## src/hdl/apfr_pkg.sv

```systemverilog
// shared types, codes and character helpers for the plc frame receiver
// no dependencies; used by apfr_ctrl, apfr_dp and ascii_plc_frame_receiver
`default_nettype none

package apfr_pkg;

	// control characters
	localparam logic [7:0] CH_STX = 8'h02;
	localparam logic [7:0] CH_ETX = 8'h03;
	localparam logic [7:0] CH_ACK = 8'h06;
	localparam logic [7:0] CH_NAK = 8'h15;

	// event codes on the result channel
	localparam logic [2:0] EV_CONSUMED = 3'd0;
	localparam logic [2:0] EV_ACK      = 3'd1;
	localparam logic [2:0] EV_NAK      = 3'd2;
	localparam logic [2:0] EV_OK       = 3'd3;
	localparam logic [2:0] EV_CSUM_ERR = 3'd4;
	localparam logic [2:0] EV_OVERFLOW = 3'd5;
	localparam logic [2:0] EV_ENTRY    = 3'd6;

	// register_kind codes
	localparam logic [1:0] KIND_NONE   = 2'd0;
	localparam logic [1:0] KIND_DECADE = 2'd1;
	localparam logic [1:0] KIND_OCTAL  = 2'd2;
	localparam logic [1:0] KIND_WORD   = 2'd3;

	// configuration register indexes
	localparam logic CFG_KIND  = 1'b0;
	localparam logic CFG_START = 1'b1;

	// frame phases
	localparam logic [1:0] PH_IDLE   = 2'd0;
	localparam logic [1:0] PH_DATA   = 2'd1;
	localparam logic [1:0] PH_CHK_HI = 2'd2;
	localparam logic [1:0] PH_CHK_LO = 2'd3;

	localparam logic [5:0] MAX_ENTRIES = 6'd63;

	typedef struct packed {
		logic       load_byte;
		logic       step;
		logic       emit;
		logic [2:0] emit_kind;
		logic       emit_last;
		logic       dec_init;
		logic       rd_capture;
		logic       entry_next;
	} cmd_t;

	typedef struct packed {
		logic       is_acknak;
		logic       is_ack;
		logic       overflow;
		logic       chk_lo;
		logic       csum_ok;
		logic [5:0] entry_count;
		logic       word_mode;
		logic       slot_free;
		logic       char_last;
		logic       entry_last;
	} status_t;

	function automatic logic [3:0] hex_value(input logic [7:0] c);
		logic [3:0] v;
		v = 4'd0;
		if (c >= 8'h30 && c <= 8'h39) v = 4'(c - 8'h30);
		else if (c >= 8'h41 && c <= 8'h46) v = 4'(c - 8'h37);
		else if (c >= 8'h61 && c <= 8'h66) v = 4'(c - 8'h57);
		return v;
	endfunction

	function automatic logic [7:0] hex_char(input logic [3:0] nib);
		logic [7:0] c;
		if (nib < 4'd10) c = 8'h30 + {4'd0, nib};
		else c = 8'h37 + {4'd0, nib};
		return c;
	endfunction

endpackage

`default_nettype wire

```

## src/hdl/apfr_ctrl.sv

```systemverilog
// controller state machine of the plc frame receiver
// depends on apfr_pkg; drives apfr_dp through cmd_t, reads status_t
`default_nettype none

module apfr_ctrl (
	input  wire logic             clk,
	input  wire logic             arst_n,
	input  wire logic             in_valid,
	output logic                  in_ready,
	input  wire apfr_pkg::status_t sts,
	output apfr_pkg::cmd_t        cmd
);

	localparam logic [2:0] ST_IDLE  = 3'd0;
	localparam logic [2:0] ST_ACK   = 3'd1;
	localparam logic [2:0] ST_FRAME = 3'd2;
	localparam logic [2:0] ST_RD    = 3'd4;
	localparam logic [2:0] ST_CAP   = 3'd5;
	localparam logic [2:0] ST_EMIT  = 3'd6;

	logic [2:0] state_q;
	logic [2:0] state_d;
	logic       need_emit;

	assign in_ready = (state_q == ST_IDLE);

	always_comb begin
		state_d = state_q;
		cmd = '0;
		need_emit = sts.overflow || sts.chk_lo || !sts.is_acknak;
		case (state_q)
			ST_IDLE: begin
				if (in_valid) begin
					cmd.load_byte = 1'b1;
					state_d = ST_ACK;
				end
			end
			ST_ACK: begin
				if (!sts.is_acknak) begin
					state_d = ST_FRAME;
				end else if (sts.slot_free) begin
					cmd.emit = 1'b1;
					cmd.emit_kind = sts.is_ack ? apfr_pkg::EV_ACK : apfr_pkg::EV_NAK;
					cmd.emit_last = !(sts.overflow || sts.chk_lo);
					state_d = ST_FRAME;
				end
			end
			ST_FRAME: begin
				if (!need_emit || sts.slot_free) begin
					cmd.step = 1'b1;
					cmd.emit = need_emit;
					cmd.emit_last = 1'b1;
					state_d = ST_IDLE;
					if (sts.overflow) begin
						cmd.emit_kind = apfr_pkg::EV_OVERFLOW;
					end else if (sts.chk_lo && !sts.csum_ok) begin
						cmd.emit_kind = apfr_pkg::EV_CSUM_ERR;
					end else if (sts.chk_lo) begin
						cmd.emit_kind = apfr_pkg::EV_OK;
						if (sts.entry_count != 6'd0) begin
							cmd.emit_last = 1'b0;
							cmd.dec_init = 1'b1;
							state_d = ST_RD;
						end
					end else begin
						cmd.emit_kind = apfr_pkg::EV_CONSUMED;
					end
				end
			end
			ST_RD: begin
				state_d = ST_CAP;
			end
			ST_CAP: begin
				cmd.rd_capture = 1'b1;
				state_d = sts.char_last ? ST_EMIT : ST_RD;
			end
			ST_EMIT: begin
				if (sts.slot_free) begin
					cmd.emit = 1'b1;
					cmd.emit_kind = apfr_pkg::EV_ENTRY;
					cmd.emit_last = sts.entry_last;
					cmd.entry_next = 1'b1;
					if (sts.entry_last) state_d = ST_IDLE;
					else if (sts.word_mode) state_d = ST_RD;
					else state_d = ST_EMIT;
				end
			end
			default: begin
				state_d = ST_IDLE;
			end
		endcase
	end

	always_ff @(posedge clk or negedge arst_n) begin
		if (!arst_n) begin
			state_q <= ST_IDLE;
		end else begin
			state_q <= state_d;
		end
	end

endmodule

`default_nettype wire

```

## src/hdl/apfr_dp.sv

```systemverilog
// datapath of the plc frame receiver: payload store, checksum, decode, result register
// depends on apfr_pkg; commanded by apfr_ctrl
`default_nettype none

module apfr_dp #(
	parameter int BUFFER_DEPTH = 256
) (
	input  wire logic              clk,
	input  wire logic              arst_n,
	input  wire apfr_pkg::cmd_t    cmd,
	output apfr_pkg::status_t      sts,
	input  wire logic [1:0]        register_kind,
	input  wire logic [15:0]       start_address,
	input  wire logic [7:0]        rx_byte,
	output logic                   out_valid,
	input  wire logic              out_ready,
	output logic [2:0]             event_kind,
	output logic [15:0]            data_word,
	output logic [5:0]             entry_index,
	output logic                   last
);

	localparam int AW = $clog2(BUFFER_DEPTH);

	logic [7:0]    mem [BUFFER_DEPTH];
	logic [7:0]    byte_q;
	logic [1:0]    phase_q;
	logic [AW-1:0] count_q;
	logic [7:0]    sum_q;
	logic [7:0]    chk_hi_q;
	logic [7:0]    rdata_q;
	logic [7:0]    sh_q [4];
	logic [5:0]    entry_q;
	logic [1:0]    k_q;
	logic [3:0]    t_q;
	logic          valid_q;
	logic [2:0]    kind_q;
	logic [15:0]   data_q;
	logic [5:0]    index_q;
	logic          last_q;

	logic [7:0]    len8;
	logic [6:0]    half;
	logic [5:0]    n_entries;
	logic          word_mode;
	logic          bit_mode;
	logic [4:0]    modulus;
	logic [5:0]    nib_sum;
	logic [4:0]    fold5;
	logic [2:0]    rem5;
	logic [3:0]    t_init;
	logic [3:0]    t_next;
	logic [7:0]    addr8;
	logic [3:0]    nib0;
	logic [3:0]    nib1;
	logic          bit_val;
	logic [15:0]   entry_data;
	logic          full;

	assign word_mode = (register_kind == apfr_pkg::KIND_WORD);
	assign bit_mode  = (register_kind == apfr_pkg::KIND_DECADE) ||
	                   (register_kind == apfr_pkg::KIND_OCTAL);
	assign modulus   = (register_kind == apfr_pkg::KIND_OCTAL) ? 5'd8 : 5'd10;
	assign len8      = 8'(count_q);
	assign half      = len8[7:1];
	assign full      = (count_q == AW'(BUFFER_DEPTH - 1));

	always_comb begin
		if (word_mode) n_entries = len8[7:2];
		else if (bit_mode) n_entries = (half > 7'(apfr_pkg::MAX_ENTRIES)) ?
			apfr_pkg::MAX_ENTRIES : half[5:0];
		else n_entries = 6'd0;
	end

	// start_address mod 10 from its residue mod 5 (16 is 1 mod 5, so nibbles add)
	// and its parity; mod 8 is the low three bits
	assign nib_sum = 6'(start_address[3:0]) + 6'(start_address[7:4]) +
	                 6'(start_address[11:8]) + 6'(start_address[15:12]);
	assign fold5   = 5'(nib_sum[5:4]) + 5'(nib_sum[3:0]);

	always_comb begin
		if (fold5 >= 5'd15) rem5 = 3'(fold5 - 5'd15);
		else if (fold5 >= 5'd10) rem5 = 3'(fold5 - 5'd10);
		else if (fold5 >= 5'd5) rem5 = 3'(fold5 - 5'd5);
		else rem5 = fold5[2:0];
	end

	always_comb begin
		if (register_kind == apfr_pkg::KIND_OCTAL) t_init = {1'b0, start_address[2:0]};
		else if (rem5[0] == start_address[0]) t_init = {1'b0, rem5};
		else t_init = {1'b0, rem5} + 4'd5;
	end

	assign t_next = ({1'b0, t_q} == modulus - 5'd1) ? 4'd0 : t_q + 4'd1;

	// bit mode holds c0 in sh_q[1], c1 in sh_q[0]
	assign nib0    = apfr_pkg::hex_value(sh_q[1]);
	assign nib1    = apfr_pkg::hex_value(sh_q[0]);
	assign bit_val = (t_q > 4'd3) ? nib0[t_q[1:0]] : nib1[t_q[1:0]];

	always_comb begin
		if (word_mode) entry_data = {apfr_pkg::hex_value(sh_q[1]), apfr_pkg::hex_value(sh_q[0]),
			apfr_pkg::hex_value(sh_q[3]), apfr_pkg::hex_value(sh_q[2])};
		else entry_data = {15'd0, bit_val};
	end

	assign addr8 = {entry_q, k_q};

	always_comb begin
		sts.is_acknak   = (byte_q == apfr_pkg::CH_ACK) || (byte_q == apfr_pkg::CH_NAK);
		sts.is_ack      = (byte_q == apfr_pkg::CH_ACK);
		sts.overflow    = (phase_q == apfr_pkg::PH_DATA) && (byte_q != apfr_pkg::CH_ETX) && full;
		sts.chk_lo      = (phase_q == apfr_pkg::PH_CHK_LO);
		sts.csum_ok     = (chk_hi_q == apfr_pkg::hex_char(sum_q[7:4])) &&
		                  (byte_q == apfr_pkg::hex_char(sum_q[3:0]));
		sts.entry_count = n_entries;
		sts.word_mode   = word_mode;
		sts.slot_free   = !valid_q || out_ready;
		sts.char_last   = word_mode ? (k_q == 2'd3) : (k_q == 2'd1);
		sts.entry_last  = (entry_q == n_entries - 6'd1);
	end

	// payload store
	always_ff @(posedge clk) begin
		if (cmd.step && phase_q == apfr_pkg::PH_DATA &&
		    byte_q != apfr_pkg::CH_ETX && !full) begin
			mem[count_q] <= byte_q;
		end
	end

	always_ff @(posedge clk) begin
		rdata_q <= mem[AW'(addr8)];
	end

	// input byte, char shift register and result register fields
	always_ff @(posedge clk) begin
		if (cmd.load_byte) byte_q <= rx_byte;
		if (cmd.rd_capture) begin
			sh_q[3] <= sh_q[2];
			sh_q[2] <= sh_q[1];
			sh_q[1] <= sh_q[0];
			sh_q[0] <= rdata_q;
		end
		if (cmd.emit) begin
			kind_q  <= cmd.emit_kind;
			data_q  <= (cmd.emit_kind == apfr_pkg::EV_ENTRY) ? entry_data : 16'd0;
			index_q <= (cmd.emit_kind == apfr_pkg::EV_ENTRY) ? entry_q : 6'd0;
			last_q  <= cmd.emit_last;
		end
	end

	always_ff @(posedge clk or negedge arst_n) begin
		if (!arst_n) begin
			phase_q   <= apfr_pkg::PH_IDLE;
			count_q   <= '0;
			sum_q     <= 8'd0;
			chk_hi_q  <= 8'd0;
			entry_q   <= 6'd0;
			k_q       <= 2'd0;
			t_q       <= 4'd0;
			valid_q   <= 1'b0;
		end else begin
			if (cmd.step) begin
				case (phase_q)
					apfr_pkg::PH_IDLE: begin
						if (byte_q == apfr_pkg::CH_STX) begin
							count_q <= '0;
							sum_q   <= 8'd0;
							phase_q <= apfr_pkg::PH_DATA;
						end
					end
					apfr_pkg::PH_DATA: begin
						if (byte_q == apfr_pkg::CH_ETX) begin
							sum_q   <= sum_q + byte_q;
							phase_q <= apfr_pkg::PH_CHK_HI;
						end else if (full) begin
							count_q <= '0;
							sum_q   <= 8'd0;
							phase_q <= apfr_pkg::PH_IDLE;
						end else begin
							sum_q   <= sum_q + byte_q;
							count_q <= count_q + AW'(1);
						end
					end
					apfr_pkg::PH_CHK_HI: begin
						chk_hi_q <= byte_q;
						phase_q  <= apfr_pkg::PH_CHK_LO;
					end
					default: begin
						phase_q <= apfr_pkg::PH_IDLE;
					end
				endcase
			end
			if (cmd.dec_init) begin
				entry_q   <= 6'd0;
				k_q       <= 2'd0;
				t_q       <= t_init;
			end
			if (cmd.rd_capture) begin
				k_q <= sts.char_last ? 2'd0 : k_q + 2'd1;
			end
			if (cmd.entry_next) begin
				entry_q <= entry_q + 6'd1;
				t_q     <= t_next;
			end
			if (cmd.emit) valid_q <= 1'b1;
			else if (out_ready) valid_q <= 1'b0;
		end
	end

	assign out_valid   = valid_q;
	assign event_kind  = kind_q;
	assign data_word   = data_q;
	assign entry_index = index_q;
	assign last        = last_q;

endmodule

`default_nettype wire

```

## src/hdl/ascii_plc_frame_receiver.sv

```systemverilog
// top level of the ascii plc frame receiver: config registers, controller, datapath
// depends on apfr_pkg, apfr_ctrl and apfr_dp
//
//  channel   signals                                   direction  handshake
//  input     rx_byte                                   in         in_valid / in_ready
//  result    event_kind, data_word, entry_index, last  out        out_valid / out_ready
//  config    cfg_index, cfg_data                       in         cfg_we, no wait
//
// a byte passes accept, ack/nak report and frame step; the report and the frame step wait
// while the result register is still held by out_ready low
// a good frame in word mode then reads four store chars per entry, each through the
// registered read port in a read state and a capture state, plus one emit
// bit modes reduce start_address in the frame step, read two chars, then emit one entry
// per cycle unless out_ready stalls; reset idles the framer, the store needs no clearing
`default_nettype none

module ascii_plc_frame_receiver #(
	parameter int BUFFER_DEPTH = 256
) (
	input  wire logic        clk,
	input  wire logic        arst_n,
	input  wire logic        in_valid,
	output logic             in_ready,
	input  wire logic [7:0]  rx_byte,
	output logic             out_valid,
	input  wire logic        out_ready,
	output logic [2:0]       event_kind,
	output logic [15:0]      data_word,
	output logic [5:0]       entry_index,
	output logic             last,
	input  wire logic        cfg_we,
	input  wire logic        cfg_index,
	input  wire logic [15:0] cfg_data
);

	apfr_pkg::cmd_t    cmd;
	apfr_pkg::status_t sts;

	// configuration registers
	logic [1:0]  register_kind_q;
	logic [15:0] start_address_q;

	always_ff @(posedge clk or negedge arst_n) begin
		if (!arst_n) begin
			register_kind_q <= apfr_pkg::KIND_NONE;
			start_address_q <= 16'd0;
		end else if (cfg_we) begin
			case (cfg_index)
				apfr_pkg::CFG_KIND:  register_kind_q <= cfg_data[1:0];
				apfr_pkg::CFG_START: start_address_q <= cfg_data;
				default: ;
			endcase
		end
	end

	// sequencing: one byte per transaction, decode entries streamed after a good frame
	apfr_ctrl u_ctrl (
		.clk      (clk),
		.arst_n   (arst_n),
		.in_valid (in_valid),
		.in_ready (in_ready),
		.sts      (sts),
		.cmd      (cmd)
	);

	// store, checksum, decode and result register
	apfr_dp #(
		.BUFFER_DEPTH (BUFFER_DEPTH)
	) u_dp (
		.clk           (clk),
		.arst_n        (arst_n),
		.cmd           (cmd),
		.sts           (sts),
		.register_kind (register_kind_q),
		.start_address (start_address_q),
		.rx_byte       (rx_byte),
		.out_valid     (out_valid),
		.out_ready     (out_ready),
		.event_kind    (event_kind),
		.data_word     (data_word),
		.entry_index   (entry_index),
		.last          (last)
	);

endmodule

`default_nettype wire

```

## config.mk

```make
export PLATFORM = sky130hd
export DESIGN_NAME = ascii_plc_frame_receiver
export DESIGN_NICKNAME = d
export VERILOG_FILES = /design/src/hdl/apfr_pkg.sv /design/src/hdl/apfr_ctrl.sv /design/src/hdl/apfr_dp.sv /design/src/hdl/ascii_plc_frame_receiver.sv
export SDC_FILE = /design/constraint.sdc
export NUM_CORES = 2
export LEC_CHECK = 0
export BUFFER_PORTS_ARGS = -buffer_cell sky130_fd_sc_hd__buf_2
export CAP_MARGIN = 5
export CORE_AREA = 2 2 469 471
export DETAILED_ROUTE_END_ITERATION = 8
export DIE_AREA = 0 0 471 473
export PLACE_DENSITY = 0.6
export SLEW_MARGIN = 10
export SYNTH_ARGS = -nofsm -noshare
export SYNTH_HDL_FRONTEND = slang
export SYNTH_SLANG_ARGS = --single-unit
```

## constraint.sdc

```tcl
create_clock -name clk -period 8.55 [get_ports clk]
set_input_delay 0.4275 -clock clk [delete_from_list [all_inputs] [get_ports clk]]
set_output_delay 0.4275 -clock clk [all_outputs]
set_load 0.005 [all_outputs]
```

Yosys cells after proc, flatten, opt, wreduce, memory -nomap -nowiden. Memories as Yosys holds them, arrays and structs flattened. A register that Yosys moved wholly into a read port is not among the register bits. Index checks and enable logic that the tools add are counted.

Input port bits: 30. Memory bits (writable): 2080. Bits in registers: 94. Word-level logic and storage cells: 249. Memories: 2.

Reduce and logical (&&, ||, !) cells: 46. Multiplexer cells: 88. Add/sub/neg operators: 31. Magnitude comparators: 32. Bitwise operators: 1. Equal/unequal tests: 32.

Memory list: u_dp.mem (depth 256, bits a word 8, rd ports 1, clocked after memory_dff 1, wr ports 1, RTL line apfr_dp.sv:25) `logic [7:0] mem [BUFFER_DEPTH];`; u_dp.sh_q (depth 4, bits a word 8, rd ports 4, clocked after memory_dff 0, wr ports 4, RTL line apfr_dp.sv:32) `logic [7:0] sh_q [4];`.

Operators by type and width (count): $mux 4 (17); $ge 8x7->1 const B (8); $le 8x7->1 const B (8); $mux 8 (7); $mux 3 (15); $ge 8x6->1 const B (4); $le 8x6->1 const B (4); $pmux 8 s2 (2); $sub 4x3->4 const B (8); $mux 2 (15); $mux 6 (5); $add 6x4->7 const A (4); $logic_and 1x1->1 (19); $mux 1 (18); $pmux 3 s6 (1); $eq 8x2->1 const B (2); $eq 8x8->1 (2); $sub 4x1->4 const B (4); $mux 5 (3); $pmux 5 s3 (1); $add 6x4->6 (2); $eq 3x3->1 const B (4); $eq 2x2->1 const B (5); $ge 5x4->1 const B (2); other kinds (44) (70).

Depth between registers and ports, before layout.
Depth in word-level cells: 16. Mapped depth: 22.

Cells and area by module. A second synthesis with hierarchy kept.

Cells, all modules: 3953. Area total of the unflattened synthesis: 86354.1 µm².

By module, submodules not included: apfr_dp (times used 1, sequential area each 64617.0 µm², cells an instance 3866, area an instance 85290.6 µm²); ascii_plc_frame_receiver (times used 1, sequential area each 450.4 µm², cells an instance 39, area an instance 714.4 µm²); apfr_ctrl (times used 1, sequential area each 75.1 µm², cells an instance 48, area an instance 349.1 µm²).

Least setup slack after synthesis. Ideal clock, no wire load.

Kind: register to register. Start: reg u_dp.byte_q[4]. End: mem u_dp.mem[181][0], enable pin. Cell stages (with the launch flop): 10. Arrival: 6.006 ns. Period minus slack after synthesis: 6.376 ns. Path buffers: 1. Path slack: 2.174 ns. Data required time: 8.180 ns. Path through: edfxtp_1 > nand3b_1 > a2111oi_4 > and3b_1 > o21a_2 > nand3_4 > nor3_4 > nand2_2 > buf_2 > nor2_1.

Longest elaborated chain between the ends: 14. Elaborated cells on any way between the ends: 18.

Ends and longest elaborated chain: from (decl) (RTL line apfr_dp.sv:26) `logic [7:0] byte_q;`; from (signal assigned) (RTL line apfr_dp.sv:137) `if (cmd.load_byte) byte_q <= rx_byte;`; $ne 8x2->1 (RTL line apfr_dp.sv:112, apfr_dp.sv:126); $logic_and 1x1->1 (2 in a row) (RTL line apfr_dp.sv:112) `sts.overflow = (phase_q == apfr_pkg::PH_DATA) && (byte_q != apfr_pkg::CH_ETX) && full;`; $logic_or 1x1->1 (2 in a row) (RTL line apfr_ctrl.sv:30) `need_emit = sts.overflow || sts.chk_lo || !sts.is_acknak;`; $logic_not 1->1 (RTL line apfr_ctrl.sv:49) `if (!need_emit || sts.slot_free) begin`; $logic_or 1x1->1 (RTL line apfr_ctrl.sv:49); $mux 7 (RTL line apfr_ctrl.sv:49); $mux 1 (RTL line apfr_ctrl.sv:31) `case (state_q)`; $logic_and 1x1->1 (RTL line apfr_dp.sv:125) `if (cmd.step && phase_q == apfr_pkg::PH_DATA &&`; $logic_and 1x1->1 (*) (RTL line apfr_dp.sv:125); $logic_and 1x1->1 (*) (RTL line apfr_dp.sv:126) `byte_q != apfr_pkg::CH_ETX && !full) begin`; $mux 1 (*) (RTL line apfr_dp.sv:125); $mux 1 (implied by the code) (*) (RTL line apfr_dp.sv:127) `mem[count_q] <= byte_q;`; to (decl) (RTL line apfr_dp.sv:25).

Every way passes the cells marked *; elsewhere a longest branch is shown, timed or not.

Worst setup path after layout.
Start: reg start_address_q[0]. End: reg u_dp.t_q[3].

Longest elaborated chain between the ends: 13. Elaborated cells on any way between the ends: 19.

Ends and longest elaborated chain: from (decl) (RTL line ascii_plc_frame_receiver.sv:41) `logic [15:0] start_address_q;`; from (signal assigned) (RTL line ascii_plc_frame_receiver.sv:50) `apfr_pkg::CFG_START: start_address_q <= cfg_data;`; $add 4x4->5 (RTL line apfr_dp.sv:77) `assign nib_sum = 6'(start_address[3:0]) + 6'(start_address[7:4]) +`; $add 6x4->6 (RTL line apfr_dp.sv:77); $add 6x4->6 (RTL line apfr_dp.sv:78) `6'(start_address[11:8]) + 6'(start_address[15:12]);`; $add 2x4->5 (RTL line apfr_dp.sv:79) `assign fold5 = 5'(nib_sum[5:4]) + 5'(nib_sum[3:0]);`; $ge 5x3->1 / $sub 3x3->3 (equally long branches) (RTL line apfr_dp.sv:84) `else if (fold5 >= 5'd5) rem5 = 3'(fold5 - 5'd5);`; $mux 3 (RTL line apfr_dp.sv:84); $mux 3 (RTL line apfr_dp.sv:83) `else if (fold5 >= 5'd10) rem5 = 3'(fold5 - 5'd10);`; $mux 3 (RTL line apfr_dp.sv:82) `if (fold5 >= 5'd15) rem5 = 3'(fold5 - 5'd15);`; $add 3x3->4 / $eq 1x1->1 (equally long branches) (RTL line apfr_dp.sv:91, apfr_dp.sv:90); $mux 4 (*) (RTL line apfr_dp.sv:90) `else if (rem5[0] == start_address[0]) t_init = {1'b0, rem5};`; $mux 4 (*) (RTL line apfr_dp.sv:89) `if (register_kind == apfr_pkg::KIND_OCTAL) t_init = {1'b0, start_address[2:0]};`; $mux 4 (*) (RTL line apfr_dp.sv:194) `if (cmd.dec_init) begin`; $mux 4 (*) (RTL line apfr_dp.sv:202) `if (cmd.entry_next) begin`; to (signal assigned) (RTL line apfr_dp.sv:197) `t_q <= t_init;`; to (signal assigned) (RTL line apfr_dp.sv:204) `t_q <= t_next;`; to (decl) (RTL line apfr_dp.sv:35) `logic [3:0] t_q;`.

Every way passes the cells marked *; elsewhere a longest branch is shown, timed or not. The select of a mux whose other input is x is not followed. A chain may end at the register's enable or synchronous reset.

==> results.yml <==
sta:
  setup_tns_ns: 0
  tightest_slew_ns: 1.267
  setup_ws_ns: 2.920
  grt_setup_unrepaired: "no"
  setup_viol: 0
  post-route-period-util_pct: 65.85
  max_slew_margin_pct: 15.51
  slew_violations: 0
  hold_viol_final: 0
  skew_ns: 0.02630
  timing.final.crit_period_ns: 5.630
  max_freq_mhz: 177.6
routing:
  drt_pass1_iterations: 5
  drt_iter0_drc: 4503
  routedWlPerCell_um: 28.28
  wirelength_um: 202800
  drc: 0
  viasPerCell: 5.661
  dr_total_vias: 40610
  ant_nets: 0
clock_network:
  cts_made_buffers: 211
  clk_latency_ns: 0.85
  ctsRootBufferMaster: "clkbuf_16"
  clkTransAtPathRegs_ns: 0.06
  cts_setup_buffers: 0
  clkSinkCount: 2182
  clock_tree.buffer_depth: 3
  hold_buffers: 29
  cts_resized: 0
  cts_tree: "built"
  h-tree-depth: 4
worst_setup_path:
  critPathKind: "reg -> reg"
  cp_max_fo: 7
  crit_required_ns: 9.27
  worstSetupEndpointType: "flip-flop"
  worst-r2r-cell-count: 21
  start_kind: "flip-flop"
  critPathArrivalTime_ns: 6.35
logic_synthesis:
  async_reset_ff_share_pct: 2.750
  seq_area_frac_synth_pct: 75.17
  synth_top_family_by_area: "multiplexers"
  synthCells: 3973
  synth-main-ff-cell: "edfxtp_1"
  synth_enable_flop_cells: 2114
  synth-warning-count: 0
  muxShareOfSynthArea_pct: 17.91
  synth_fa_ha_area_share_pct: 0.9067
  synth_compound_area_share_pct: 1.580
  synth-seq-cells: 2182
  synth-simple-area-share_pct: 2.765
  syn_area_per_cell_sq_um: 21.81
  synth_xor_area_share_pct: 0.3422
  syn_area_sq_um: 86660
  yosys.cell_types.count: 81
worst_hold_path:
  holdPathStages: 3
  hp-class: "in -> reg"
placement:
  globalplace.congestion: 0.8313
  dp_hpwl_um: 116800
  place_ws_ns: 3.001
  port_buffers: 57
floorplanning:
  initial_core_util_pct: 39.71
  dieArea_sq_um: 222800
  core_area_sq_um: 218200
  die_h_um: 473
  die_w_um: 471
  row_count: 172
  io_pins: 58
power_and_ir_drop:
  vdd_drop_max_v: 0.0003769
  finalPower_mw: 30.75
  leakage_nw: 29.62
  p_per_area_nw_per_um2: 316.0
global_routing:
  antenna_found_initial: 6
  groute.usage.overall_pct: 18.13
  grt_first_pass_wirelength_um: 294700
  grt_pass1_vias: 40930
  grt_max_degree: 207
  overflow: 0
final_layout:
  drive_gt1_share_pct: 27.34
  syn2layout_area_growth_pct: 12.28
  most-common-layout-cells: "edfxtp_1 (2114), mux4_2 (674), nor2_1 (310)"
  fin_nets: 4214
  layout_commonest_cell: "edfxtp_1"
run_status:
  status: "finished, final reports clean"
job:
  cap_violations: 0
-- report_power, final --
group	switching, mW	internal, mW	total (mW)	leakage, nW
combinational	5.16	3.89	9.05	6.59
clock	3.99	4.98	8.96	3.21
sequential	0.310	12.4	12.7	19.8
-- state kept, by name, summed over array words and instances (netlist names), 8 cells and up --
signal           count
u_dp.data_word      16
u_dp.chk_hi_q        8
u_dp.mem          2048
u_dp.rdata_q         8
u_dp.sum_q           8
start_address_q     16
u_dp.sh_q           32
u_dp.byte_q          8
u_dp.count_q         8
-- path summary, 6_finish.rpt --
| path | slack [ns] | start | to |
|---|---|---|---|
| setup / recovery | 2.92 | start_address_q[0] | u_dp.t_q[3] |
| hold / removal | 0.1 | cfg_we | register_kind_q[0] |
| min in group asynchronous | 0.29 | arst_n | u_dp.entry_q[4] |
| hold reg to reg | 0.41 | u_dp.rdata_q[7] | u_dp.sh_q[0][7] |
| setup reg to reg | 2.92 | start_address_q[0] | u_dp.t_q[3] |
| max in group asynchronous | 7.59 | arst_n | u_dp.k_q[1] |
-- per-stage QoR --
step	util [%]	hold WS [ns]	cell area, sq um	cells
6_report	44.59	0.09847	97300	7173
5_1_grt	44.58	0.07209	97290	7170
4_1_cts	44.58	0.01564	97290	7169
3_5_place_dp	41.41	0.3959	90370	6755
3_3_place_gp	41.41	0.3918	90370	6755
2_1_floorplan	-	0.1319	86680	3980
-- critical path: stages (launching register included) --
cell,delay (ns)
dfrtp_1,0.42
ha_1,0.19
inv_1,0.06
fa_1,0.40
xor2_1,0.19
fa_1,0.49
inv_1,0.06
ha_1,0.27
a21o_1,0.16
a21oi_1,0.17
xnor2_1,0.09
ha_1,0.23
fa_1,0.49
xor2_2,0.31
inv_1,0.18
ha_1,0.21
a21boi_0,0.18
or3_1,0.42
a221oi_1,0.55
nand2_1,0.11
a211oi_1,0.26
nor3_1,0.07
-- synth_stat cells (6+ instances only) --
| master | number | area (sq um) |
|---|---|---|
| edfxtp_1 | 2114 | 63480 |
| mux4_2 | 674 | 15180 |
| nor2_1 | 311 | 1167 |
| clkbuf_1 | 119 | 446.7 |
| nand2_1 | 72 | 270.3 |
| buf_2 | 67 | 335.3 |
| dfrtp_1 | 60 | 1501 |
| inv_1 | 57 | 214.0 |
| ha_1 | 50 | 625.6 |
| o21ai_0 | 43 | 215.2 |
| a21oi_1 | 35 | 175.2 |
| mux2_2 | 26 | 292.8 |
| buf_1 | 25 | 93.84 |
| a22oi_1 | 20 | 150.1 |
| nor3_1 | 20 | 100.1 |
| xnor2_1 | 20 | 175.2 |
| and2_1 | 16 | 100.1 |
| nand2_2 | 16 | 100.1 |
| nor2b_1 | 16 | 100.1 |
| xor2_1 | 12 | 105.1 |
| a21o_1 | 10 | 75.07 |
| o21bai_1 | 9 | 67.56 |
| and3_1 | 8 | 50.05 |
| dfxtp_1 | 8 | 160.2 |
| fa_1 | 8 | 160.2 |
| nand3_1 | 8 | 40.04 |
| a211oi_1 | 7 | 52.55 |
| a22o_1 | 7 | 61.31 |
| a31oi_1 | 7 | 43.79 |
| a2111oi_0 | 6 | 52.55 |
| nand3b_1 | 6 | 45.04 |
-- per-layer routing --
metal | GRT usage, % | part of all wire (%)
met3 | 3.043 | 6.5
met1 | 25.74 | 43
met4 | 4.982 | 2.4
met2 | 29.11 | 49
met5 | 0 | 0
-- layout make-up --
cell class / instances / area, sq um
repair buffers: 149 / 1249
clock inverters: 119 / 1064
inverters: 57 / 214.0
fillers: 18270 / 120900
clock buffers: 266 / 5563
flip-flops and latches: 2182 / 65160
well taps: 2871 / 3592
multi-input cells: 1525 / 20450
diodes: 4 / 10.01
-- cells by family after synthesis --
logic type	after synthesis
AND/OR/NAND/NOR	521
buffers and inverters	273
multiplexers	705
other	1
adder cells (fa/ha/maj)	58
XOR/XNOR	33
flip-flops	2182
AO/OA/AOI/OAI	200
(Power assumes the default switching activity.)
